`config.mk`:
```
export PLATFORM = sky130hd
export DESIGN_NAME = lph_front
export DESIGN_NICKNAME = d
export VERILOG_FILES = /design/src/lph_pkg.sv /design/src/lph_front.sv
export SDC_FILE = /design/constraint.sdc
export NUM_CORES = 1
export LEC_CHECK = 0
export BUFFER_PORTS_ARGS = -buffer_cell sky130_fd_sc_hd__buf_2
export CAP_MARGIN = 0
export CORE_MARGIN = 2
export CORE_UTILIZATION = 35
export DETAILED_ROUTE_END_ITERATION = 10
export HOLD_SLACK_MARGIN = 0.1
export PLACE_DENSITY = 0.6
export REMOVE_ABC_BUFFERS = 1
export SLEW_MARGIN = 20
export SYNTH_ARGS = -nofsm -noshare
export SYNTH_HDL_FRONTEND = slang
export SYNTH_SLANG_ARGS = --single-unit
```
`constraint.sdc`:
```
create_clock -name clk -period 13 [get_ports clk]
set_input_delay 1.95 -clock clk [delete_from_list [all_inputs] [get_ports clk]]
set_output_delay 1.95 -clock clk [all_outputs]
set_load 0.05 [all_outputs]
```
`src/lph_pkg.sv`:
```
// Shared types and constants for the linear probing hash table.
// No dependencies; imported by every module of the block except lph_ram.
package lph_pkg;

    localparam int SLOTS_DEF   = 256;
    localparam int KEY_W       = 32;
    localparam int HASH_W      = 32;
    localparam int VAL_W       = 64;
    localparam int MASK_W      = 8;
    localparam int CNT_W       = 9;
    localparam int OP_W        = 2;
    localparam int STAT_W      = 2;
    localparam int KIND_W      = 2;
    localparam int QDEPTH      = 2;
    localparam int CFG_IDX_W   = 1;
    localparam int IN_FIELDS_W = OP_W + KEY_W + HASH_W + VAL_W;
    localparam int IN_TDATA_W  = ((IN_FIELDS_W + 7) / 8) * 8;
    localparam int OUT_FIELDS_W = STAT_W + 1 + VAL_W;
    localparam int OUT_TDATA_W = ((OUT_FIELDS_W + 7) / 8) * 8;
    localparam int ENTRY_W     = KIND_W + KEY_W + VAL_W;

    localparam logic [OP_W-1:0] OP_GET = 2'd0;
    localparam logic [OP_W-1:0] OP_SET = 2'd1;
    localparam logic [OP_W-1:0] OP_DEL = 2'd2;

    localparam logic [STAT_W-1:0] STAT_OK      = 2'd0;
    localparam logic [STAT_W-1:0] STAT_MISSING = 2'd1;
    localparam logic [STAT_W-1:0] STAT_FULL    = 2'd2;

    localparam logic [KIND_W-1:0] KIND_EMPTY = 2'd0;
    localparam logic [KIND_W-1:0] KIND_KEY   = 2'd1;
    localparam logic [KIND_W-1:0] KIND_TOMB  = 2'd2;

    localparam logic [CFG_IDX_W-1:0] REG_SIZE_MASK = 1'b0;
    localparam logic [CFG_IDX_W-1:0] REG_MAX_COUNT = 1'b1;

    localparam logic [MASK_W-1:0] SIZE_MASK_RST = 8'd255;
    localparam logic [MASK_W-1:0] MAX_COUNT_RST = 8'd192;

    typedef enum logic [1:0] {
        CMD_GET,
        CMD_SET,
        CMD_DEL,
        CMD_NOP
    } cmd_kind_t;

    typedef struct packed {
        cmd_kind_t             kind;
        logic [KEY_W-1:0]      key;
        logic [VAL_W-1:0]      value;
    } cmd_t;

    typedef struct packed {
        logic pop;
        logic clearing;
    } bk_ctl_t;

endpackage

```
`src/lph_front.sv`:
```
// Front end: takes input words, decodes the operation, works out the home slot
// and holds commands in a two-entry queue for the back end. Depends on lph_pkg.
module lph_front
    import lph_pkg::*;
#(
    parameter int SLOTS = SLOTS_DEF
) (
    input  logic                     clk,
    input  logic                     rst_n,
    input  logic                     s_tvalid,
    output logic                     s_tready,
    input  logic [IN_TDATA_W-1:0]    s_tdata,
    input  logic [MASK_W-1:0]        size_mask,
    input  bk_ctl_t                  bk_ctl,
    output logic                     q_valid,
    output cmd_t                     q_cmd,
    output logic [$clog2(SLOTS)-1:0] q_idx
);

    localparam int IDX_W = $clog2(SLOTS);

    cmd_t             cmd_q   [QDEPTH];
    logic [IDX_W-1:0] idx_q   [QDEPTH];
    logic             wr_ptr_reg;
    logic             rd_ptr_reg;
    logic [1:0]       count_reg;

    logic [OP_W-1:0]   in_op;
    logic [KEY_W-1:0]  in_key;
    logic [HASH_W-1:0] in_hash;
    logic [VAL_W-1:0]  in_value;
    logic [31:0]       home_masked;
    cmd_t              in_cmd;
    logic              push;
    logic              pop;

    assign in_op    = s_tdata[OP_W-1:0];
    assign in_key   = s_tdata[OP_W +: KEY_W];
    assign in_hash  = s_tdata[OP_W+KEY_W +: HASH_W];
    assign in_value = s_tdata[OP_W+KEY_W+HASH_W +: VAL_W];

    assign home_masked = in_hash & {{(32-MASK_W){1'b0}}, size_mask};

    always_comb
    begin
        in_cmd.key   = in_key;
        in_cmd.value = in_value;
        case (in_op)
            OP_GET:  in_cmd.kind = CMD_GET;
            OP_SET:  in_cmd.kind = CMD_SET;
            OP_DEL:  in_cmd.kind = CMD_DEL;
            default: in_cmd.kind = CMD_NOP;
        endcase
    end

    assign s_tready = (count_reg != 2'(QDEPTH)) && !bk_ctl.clearing;
    assign push     = s_tvalid && s_tready;
    assign pop      = bk_ctl.pop;

    assign q_valid = (count_reg != 2'd0);
    assign q_cmd   = cmd_q[rd_ptr_reg];
    assign q_idx   = idx_q[rd_ptr_reg];

    always_ff @(posedge clk)
    begin
        if (push)
        begin
            cmd_q[wr_ptr_reg] <= in_cmd;
            idx_q[wr_ptr_reg] <= home_masked[IDX_W-1:0];
        end
    end

    always_ff @(posedge clk or negedge rst_n)
    begin
        if (!rst_n)
        begin
            wr_ptr_reg <= 1'b0;
            rd_ptr_reg <= 1'b0;
            count_reg  <= 2'd0;
        end
        else
        begin
            if (push)
            begin
                wr_ptr_reg <= ~wr_ptr_reg;
            end
            if (pop)
            begin
                rd_ptr_reg <= ~rd_ptr_reg;
            end
            if (push && !pop)
            begin
                count_reg <= count_reg + 2'd1;
            end
            else if (pop && !push)
            begin
                count_reg <= count_reg - 2'd1;
            end
        end
    end

endmodule

```
==> results.sh, run 1 <==
export IMPL_drv_cap=0
export IMPL_yosys_top_cells_area="edfxtp_1 79%, mux2_2 11%, mux2_4 5.6%"
export IMPL_drt_first_pass_iters=4
export IMPL_arrival_ns=2.92
export IMPL_max_slew_margin_pct=44.25
export IMPL_reg2reg_depth=4
export IMPL_worst_pin_slew_ns=0.8362
export IMPL_hp_class="reg -> reg"
export IMPL_dp_cells=859
export IMPL_ys_flop_type="edfxtp_1"
export IMPL_synth_edf_count=212
export IMPL_cts_buffer_depth=3
export IMPL_yosysMostFrequentCell="edfxtp_1"
export IMPL_syn2layout_area_growth_pct=26.45
export IMPL_die_w_um=155.5
export IMPL_drive_gt1_share_pct=60.20
export IMPL_num_vias=4073
export IMPL_final_util_pct=45.00
export IMPL_drcViolationCount=0
export IMPL_row_count=55
export IMPL_leakage_uw=0.003859
export IMPL_start_util_pct=35.59
export IMPL_core_area_um2=22570
export IMPL_first_global_vias=4483
export IMPL_globalRouteOverflowTotal=0
export IMPL_syn_area_per_cell_um2=22.44
export IMPL_drt_met1_wl_um=5916
export IMPL_synthTopCellsByCount="212 x edfxtp_1, 76 x mux2_2, 30 x mux2_4"
export IMPL_synth_top_cell_area_share_pct=79.25
export IMPL_ctsHoldBuffers=0
export IMPL_layout_cells_non_filler=898
export IMPL_wl_per_cell_um=16.58
export IMPL_clkLatencyLatePin_ns=0.50
export IMPL_port_buffers=226
export IMPL_grt_max_degree=60
export IMPL_routed_wl_um=14890
export IMPL_drv_slew=0
export IMPL_syn_inst=358
export IMPL_fin_ws_ns=8.130
export IMPL_ant_nets=0
export IMPL_dp_hpwl_um=9703
export IMPL_clkSlewWorstSetupHoldPaths_ns=0.06
export IMPL_drt_iter0_markers=149
export IMPL_path_max_fanout=55
export IMPL_synth_cell_types=16
export IMPL_synth_area_leader_cell="edfxtp_1"
export IMPL_netlist_area_um2=8033
export IMPL_crit_type="reg -> out"
export IMPL_numCtsBuffers=23
export IMPL_synth_seq_cells=216
export IMPL_cp_required_ns=11.05
export IMPL_cts_sinks=216
export IMPL_period_needed_ns=4.870
export IMPL_period_share_pct=37.46
export IMPL_max_clock_freq_ghz=0.2053
export IMPL_antenna_found_initial=0
export IMPL_peakVddDrop_uv=110.7
export IMPL_synth_seq_area_share_pct=80.50
export IMPL_grt_use_total_pct=11.66
export IMPL_htreeDepth=1
export IMPL_dr_wl_met3_um=1217
export IMPL_ios=257
export IMPL_die_area_um2=24180
export IMPL_cts_resized=0
export IMPL_num_antenna_cells=0
export IMPL_yosysWarningCount=0
export IMPL_viasPerCell=4.536
export IMPL_nets=749
export IMPL_largest_reg_flops=196
export IMPL_die_h_um=155.5
export IMPL_clockRootBuffer="clkbuf_16"
export IMPL_routabilityCongestion=0.6816
export IMPL_hold_violations=0
export IMPL_outcome="finished clean"
export IMPL_async_reset_ff_share_pct=1.852
export IMPL_rsz0062_at_grt="no"
export IMPL_setup_viol_count_final=0
export IMPL_place_ws_ns=8.599
export IMPL_highest_layer="met4"
export IMPL_hold_depth=1
export IMPL_cts_tree="built"
export IMPL_fin_skew_ns=0.007482
export IMPL_cp_start_kind="flip-flop"
export IMPL_power_density_nw_per_um2=237.3
export IMPL_fin_tns_setup_ns=0
export IMPL_post_cts_setup_buffer_count=0
export IMPL_met2WireLength_um=7423
export IMPL_worstSetupEndpointType="output port"
export IMPL_grt_pass1_wl_um=22450
[worst max-delay path, cell delays in order (launching register included)]
cell	delay (ns)
dfrtp_4	0.95
buf_4	0.74
mux2_2	0.41
buf_2	0.21
[worst paths after layout]
| check | startpoint | to | slack [ns] |
|---|---|---|---|
| worst max-delay path | rd_ptr_reg | q_cmd[24] | 8.13 |
| worst min-delay path | count_reg[1] | count_reg[1] | 0.49 |
| worst max register to register | count_reg[1] | cmd_q[1][75] | 10.32 |
| worst min register to register | count_reg[1] | count_reg[1] | 0.49 |
| max in group asynchronous | rst_n | rd_ptr_reg | 11.62 |
| min in group asynchronous | rst_n | rd_ptr_reg | 1.25 |
[cell usage in the layout, fill, tap and decap left out]
| cell | n |
|---|---|
| nor2b_1 | 1 |
| clkinv_2 | 3 |
| mux2_2 | 76 |
| mux2_4 | 30 |
| xor2_1 | 4 |
| ha_1 | 1 |
| inv_1 | 1 |
| nor2_1 | 2 |
| nor3b_4 | 1 |
| clkinv_1 | 6 |
| bufinv_16 | 2 |
| nor2b_4 | 1 |
| dfrtp_4 | 1 |
| clkbuf_16 | 23 |
| or2_2 | 1 |
| dfrtp_1 | 3 |
| buf_4 | 4 |
| and2_1 | 8 |
| xnor2_1 | 1 |
| edfxtp_1 | 212 |
| buf_2 | 226 |
| clkbuf_1 | 5 |
| and2_4 | 1 |
[report_power, final]
group | switching, µW | total [µW] | internal [µW]
Clock | 247 | 608 | 361
Combinational | 613 | 877 | 264
Sequential | 57.5 | 925 | 868
[through the flow]
| stage | hold slack (ns) | cell area, µm² | total power [µW] |
|---|---|---|---|
| finish | 0.4935 | 10160 | 2410 |
| global route | 0.5197 | 10160 | 2505 |
| CTS | 0.4961 | 10160 | 2446 |
| detailed placement | 0.4885 | 9465 | 1830 |
| global placement | 0.4673 | 9465 | 1818 |
| floorplan | 0.4481 | 7934 | 1661 |
[cells by family (layout without fill, tap and decap cells)]
family / Yosys count / in the layout / synth area share [%]
buffers and inverters: 15 / 270 / 1.277
xor gates and xnor gates: 5 / 5 / 0.5451
DFF: 216 / 216 / 80.50
muxes: 106 / 106 / 16.26
and+or+nand+nor: 15 / 15 / 1.262
adders and majority gates: 1 / 1 / 0.1557
[routing by layer]
layer  GRT usage (%)  up-vias
met5               0        -
met3           3.538       29
met4           3.888        0
li1                -     1891
met1           13.72     1992
met2           20.38      161
[layout make-up]
type	count	area, µm²
inverter	1	3.754
timing repair buffer	230	1161
multi-input combinational	127	1474
sequential	216	6470
clock buffer	28	594.3
clock inverter	11	97.59
fill	2000	12410
tap	285	356.6
(Power assumes the default switching activity.)
==> run 2, diff against run 1 <==
Clock period 13 ns to 4.75 ns, I/O delays scaled along.
==> results.sh, run 2 (synthesized netlist as in run 1, its figures left out) <==
export IMPL_outcome="finished clean"
export IMPL_die_w_um=155.5
export IMPL_post_dp_cell_area_um2=9498
export IMPL_port_buffers=226
export IMPL_htreeDepth=1
export IMPL_largest_reg_flops=196
export IMPL_clkLatencyLatePin_ns=0.51
export IMPL_period_needed_ns=3.207
export IMPL_drt_first_pass_iters=4
export IMPL_cts_tree="built"
export IMPL_fin_skew_ns=0.009011
export IMPL_p_comb_share_pct=35.9
export IMPL_holdWs_ns=0.3960
export IMPL_max_slew_margin_pct=33.32
export IMPL_routabilityCongestion=0.6653
export IMPL_drv_cap=0
export IMPL_period_share_pct=67.51
export IMPL_crit_start="rd_ptr_reg"
export IMPL_cts_resized=0
export IMPL_drive_gt1_share_pct=60.32
export IMPL_cts_buffer_depth=3
export IMPL_viasPerCell=4.525
export IMPL_switchingPower_uw=2531
export IMPL_syn2layout_area_growth_pct=27.85
export IMPL_clkSlewWorstSetupHoldPaths_ns=0.06
export IMPL_power_internal_uw=4178
export IMPL_start_util_pct=35.59
export IMPL_setup_viol_count_final=0
export IMPL_final_common_cell="buf_2"
export IMPL_switching_share_pct=37.73
export IMPL_numCtsBuffers=24
export IMPL_cts_sinks=216
export IMPL_hp_class="in -> reg"
export IMPL_dp_hpwl_um=9805
export IMPL_clockPowerShare_pct=26.3
export IMPL_globalRouteOverflowTotal=0
export IMPL_max_clock_freq_ghz=0.3118
export IMPL_drcViolationCount=0
export IMPL_drv_slew=0
export IMPL_worst_pin_slew_ns=1.000
export IMPL_worst_r2r_startpoint="count_reg[1]"
export IMPL_ant_nets=0
export IMPL_grt_pass1_wl_um=22740
export IMPL_die_h_um=155.5
export IMPL_power_density_nw_per_um2=653.3
export IMPL_antenna_found_initial=1
export IMPL_num_antenna_cells=0
export IMPL_leakage_uw=0.003906
export IMPL_worstSetupEndpoint="q_cmd[34]"
export IMPL_arrival_ns=2.49
export IMPL_rsz0062_at_grt="no"
export IMPL_p_seq_share_pct=37.7
export IMPL_routed_wl_um=14790
export IMPL_stdcell_area_um2=10270
export IMPL_reg2reg_depth=4
export IMPL_worstSetupEndpointType="output port"
export IMPL_rrSetupSlack_ns=2.24
export IMPL_peakVddDrop_uv=332.8
export IMPL_final_util_pct=45.50
export IMPL_num_vias=4095
export IMPL_cp_required_ns=4.04
export IMPL_drt_iter0_markers=133
export IMPL_path_max_fanout=55
export IMPL_grt_use_total_pct=11.93
export IMPL_ios=257
export IMPL_clockRootBuffer="clkbuf_16"
export IMPL_row_count=55
export IMPL_grt_max_degree=73
export IMPL_r2r_end="cmd_q[1][28]"
export IMPL_cp_start_kind="flip-flop"
export IMPL_hold_violations=0
export IMPL_crit_type="reg -> out"
export IMPL_layout_common_cells="226 x buf_2, 212 x edfxtp_1, 76 x mux2_2, 30 x mux2_4, 25 x clkbuf_16"
export IMPL_wl_per_cell_um=16.35
export IMPL_core_area_um2=22570
export IMPL_nets=752
export IMPL_die_area_um2=24180
export IMPL_first_global_vias=4515
-- run 2: cell count changes in the layout (fill, tap and decap cells not counted) --
cell	before	now
buf_12	0	2
buf_4	4	3
clkbuf_1	5	6
clkbuf_16	23	25
clkinvlp_4	0	1
dlygate4sd3_1	0	1
inv_6	0	1
-- run 2: area by class of cell --
| cell class | count | area (µm²) |
|---|---|---|
| clock buffers | 31 | 648.1 |
| clock inverters | 13 | 113.9 |
| fillers | 1965 | 12300 |
| inverters | 1 | 3.754 |
| multi-input cells | 127 | 1474 |
| flip-flops and latches | 216 | 6470 |
| well taps | 285 | 356.6 |
| repair buffers | 232 | 1204 |
-- run 2: timing repair --
item / in CTS / in global routing
endpoints found under the setup margin: 0 / 0
hold buffers: 1 / 0
endpoints found under the hold margin: 4 / 0
setup buffers: 0 / 0
-- run 2: worst min-delay path by stage --
stage | depth (start not counted) | start | end | slack [ns]
finish | 1 | s_tdata[122] | cmd_q[0][56] | 0.40
global route | 1 | s_tdata[16] | cmd_q[0][78] | 0.37
CTS | 1 | s_tdata[80] | cmd_q[0][14] | 0.37
detailed placement | 1 | count_reg[1] | count_reg[1] | 0.50
global placement | 1 | count_reg[1] | count_reg[1] | 0.47
floorplan | 0 | rst_n | count_reg[0] | 0.42
-- run 2: worst max-delay path, cell delays in order, from the launching register on --
cell and delay, ns:
dfrtp_4 0.95, buf_12 0.37, mux2_2 0.38, buf_2 0.22
-- run 2: power by group through the flow --
stage | Clock, µW | Combinational [µW] | Sequential [µW]
after global placement | 0 | 2430 | 2560
after CTS | 1830 | 2450 | 2540
after floorplan | 0 | 1920 | 2620
final | 1770 | 2410 | 2530
after global routing | 1900 | 2530 | 2570
after detailed placement | 0 | 2440 | 2580
-- run 2: metrics by stage --
| stage | total power, µW | instances | setup TNS, ns | setup slack, ns |
|---|---|---|---|---|
| finish | 6709 | 905 | 0 | 1.543 |
| global route | 6992 | 905 | 0 | 1.396 |
| CTS | 6819 | 905 | 0 | 1.460 |
| detailed placement | 5021 | 860 | 0 | 1.891 |
| global placement | 4989 | 860 | 0 | 1.960 |
| floorplan | 4546 | 344 | -157.55 | -1.486 |
-- run 2: per-layer routing --
metal | track usage, % | wire length [µm] | part of all wire [%]
met5 | 0 | 12 | 0.081
met4 | 4.107 | 344 | 2.3
met3 | 3.733 | 1155 | 7.8
met2 | 21.30 | 7585 | 51
met1 | 13.52 | 5695 | 38
==> run 3, diff against run 2 <==
Settings changed: PLACE_DENSITY 0.6 to 0.62.
Clock period 4.75 ns to 2.73 ns, I/O delays scaled along.
==> results.sh, run 3 (synthesized netlist as in run 1, its figures left out) <==
export IMPL_die_area_um2=24180
export IMPL_worst_pin_slew_ns=0.4653
export IMPL_place_ws_ns=0.7071
export IMPL_drt_iter0_markers=153
export IMPL_drive_gt1_share_pct=52.53
export IMPL_num_vias=4475
export IMPL_viasPerCell=4.488
export IMPL_clockRootBuffer="clkbuf_16"
export IMPL_leakage_uw=0.004298
export IMPL_largest_reg_flops=196
export IMPL_drv_cap=0
export IMPL_path_cells="buf_12, mux2_2, buf_2"
export IMPL_final_common_cell="buf_2"
export IMPL_fin_ws_ns=0.2176
export IMPL_row_count=55
export IMPL_reg2reg_depth=4
export IMPL_globalRouteOverflowTotal=0
export IMPL_post_cts_setup_buffer_count=0
export IMPL_die_h_um=155.5
export IMPL_hold_path_end="cmd_q[1][21]"
export IMPL_period_share_pct=92.03
export IMPL_crit_type="reg -> out"
export IMPL_ios=257
export IMPL_power_density_nw_per_um2=1046
export IMPL_layout_common_cells="226 x buf_2, 212 x edfxtp_1, 96 x dlygate4sd3_1, 76 x mux2_2, 30 x mux2_4"
export IMPL_clkSlewWorstSetupHoldPaths_ns=0.06
export IMPL_cts_resized=0
export IMPL_max_clock_freq_ghz=0.3980
export IMPL_grt_pass1_wl_um=24410
export IMPL_hold_violations=0
export IMPL_rsz0062_at_grt="no"
export IMPL_core_area_um2=22570
export IMPL_r2r_end="cmd_q[0][55]"
export IMPL_nets=850
export IMPL_cpMaxStageDelayCell="dfrtp_4"
export IMPL_arrival_ns=2.10
export IMPL_stdcell_area_um2=11210
export IMPL_first_global_vias=4834
export IMPL_post_dp_cell_area_um2=9553
export IMPL_hp_class="in -> reg"
export IMPL_rrSetupSlack_ns=0.83
export IMPL_drt_first_pass_iters=4
export IMPL_syn2layout_area_growth_pct=39.52
export IMPL_peakVddDrop_uv=633.6
export IMPL_path_delay_family="flip-flops"
export IMPL_setup_viol_count_final=0
export IMPL_routabilityCongestion=0.7043
export IMPL_wl_per_cell_um=16.01
export IMPL_fin_skew_ns=0.007298
export IMPL_cp_required_ns=2.32
export IMPL_path_buf_inv=2
export IMPL_worstSetupEndpointType="output port"
export IMPL_max_slew_margin_pct=68.98
export IMPL_antenna_found_initial=0
export IMPL_numCtsBuffers=23
export IMPL_outcome="finished clean"
export IMPL_period_needed_ns=2.512
export IMPL_cts_buffer_depth=3
export IMPL_cts_tree="built"
export IMPL_drcViolationCount=0
export IMPL_layout_filler_cells=1937
export IMPL_port_buffers=226
export IMPL_hold_depth=1
export IMPL_dp_hpwl_um=10100
export IMPL_clkLatencyLatePin_ns=0.49
export IMPL_grt_use_total_pct=12.64
export IMPL_cts_sinks=216
export IMPL_worst_r2r_startpoint="count_reg[1]"
export IMPL_htreeDepth=1
export IMPL_num_antenna_cells=0
export IMPL_drv_slew=0
export IMPL_min_delay_start="s_tdata[87]"
export IMPL_routed_wl_um=15960
export IMPL_die_w_um=155.5
export IMPL_start_util_pct=35.59
export IMPL_path_max_fanout=34
export IMPL_grt_max_degree=79
export IMPL_slowest_delay_ns=0.70
export IMPL_ant_nets=0
export IMPL_cp_start_kind="flip-flop"
## run 3: cell count changes in the layout (fill, tap and decap cells not counted)
cell and delta:
buf_12 +2, buf_4 +2, clkbuf_1 +3, clkbuf_16 -2
clkbuf_8 +1, clkinv_1 -6, clkinv_2 -1, clkinvlp_4 -1
dlygate4sd3_1 +95, inv_6 -1
## run 3: cell type report
cell class,instances,area (µm²),area share (%)
tap,285,356.6,3.182
clock buffer,33,623.1,5.560
clock inverter,4,70.07,0.6252
timing repair buffer,331,2210,19.72
inverter,1,3.754,0.03349
sequential,216,6470,57.73
multi-input combinational,127,1474,13.15
## run 3: worst max path at each step
stage          depth (start not counted)  slack, ns    startpoint     endpoint
6_report                               3       0.22    rd_ptr_reg    q_cmd[46]
5_1_grt                                3       0.13    rd_ptr_reg    q_cmd[46]
4_1_cts                                3       0.17    rd_ptr_reg    q_cmd[46]
3_5_place_dp                           3       0.71    rd_ptr_reg    q_cmd[46]
3_3_place_gp                           3       0.72    rd_ptr_reg    q_cmd[46]
2_1_floorplan                          3      -3.32  count_reg[1]  cmd_q[0][0]
## run 3: stage by stage
stage / total power (µW) / util [%] / TNS, ns / hold slack [ns] / instances
2_1_floorplan: 7910 / - / -584.22 / 0.1139 / 344
3_3_place_gp: 8763 / 42.32 / 0 / 0.2169 / 864
3_5_place_dp: 8829 / 42.32 / 0 / 0.2234 / 864
4_1_cts: 11870 / 49.61 / 0 / 0.1004 / 996
5_1_grt: 12190 / 49.65 / 0 / 0.1030 / 997
6_report: 11720 / 49.65 / 0 / 0.1209 / 997
## run 3: report_power, final
part	internal (µW)	switching (µW)	total [µW]
Clock	1760	1140	2900
Sequential	4130	189	4320
Combinational	1420	3070	4500
Total	7310	4410	11700
## run 3: timing repair
item                       4_1_cts  5_1_grt
hold endpoints to repair       189        2
hold buffers                    95        1
setup endpoints to repair        0        0
## run 3: routing by layer
layer	part of all wire, %	global-route usage [%]	vias to the layer above
li1	-	-	2084
met1	39	14.60	2213
met2	52	23.26	155
met3	7.2	3.343	23
met4	1.6	3.233	0
met5	0	0	-
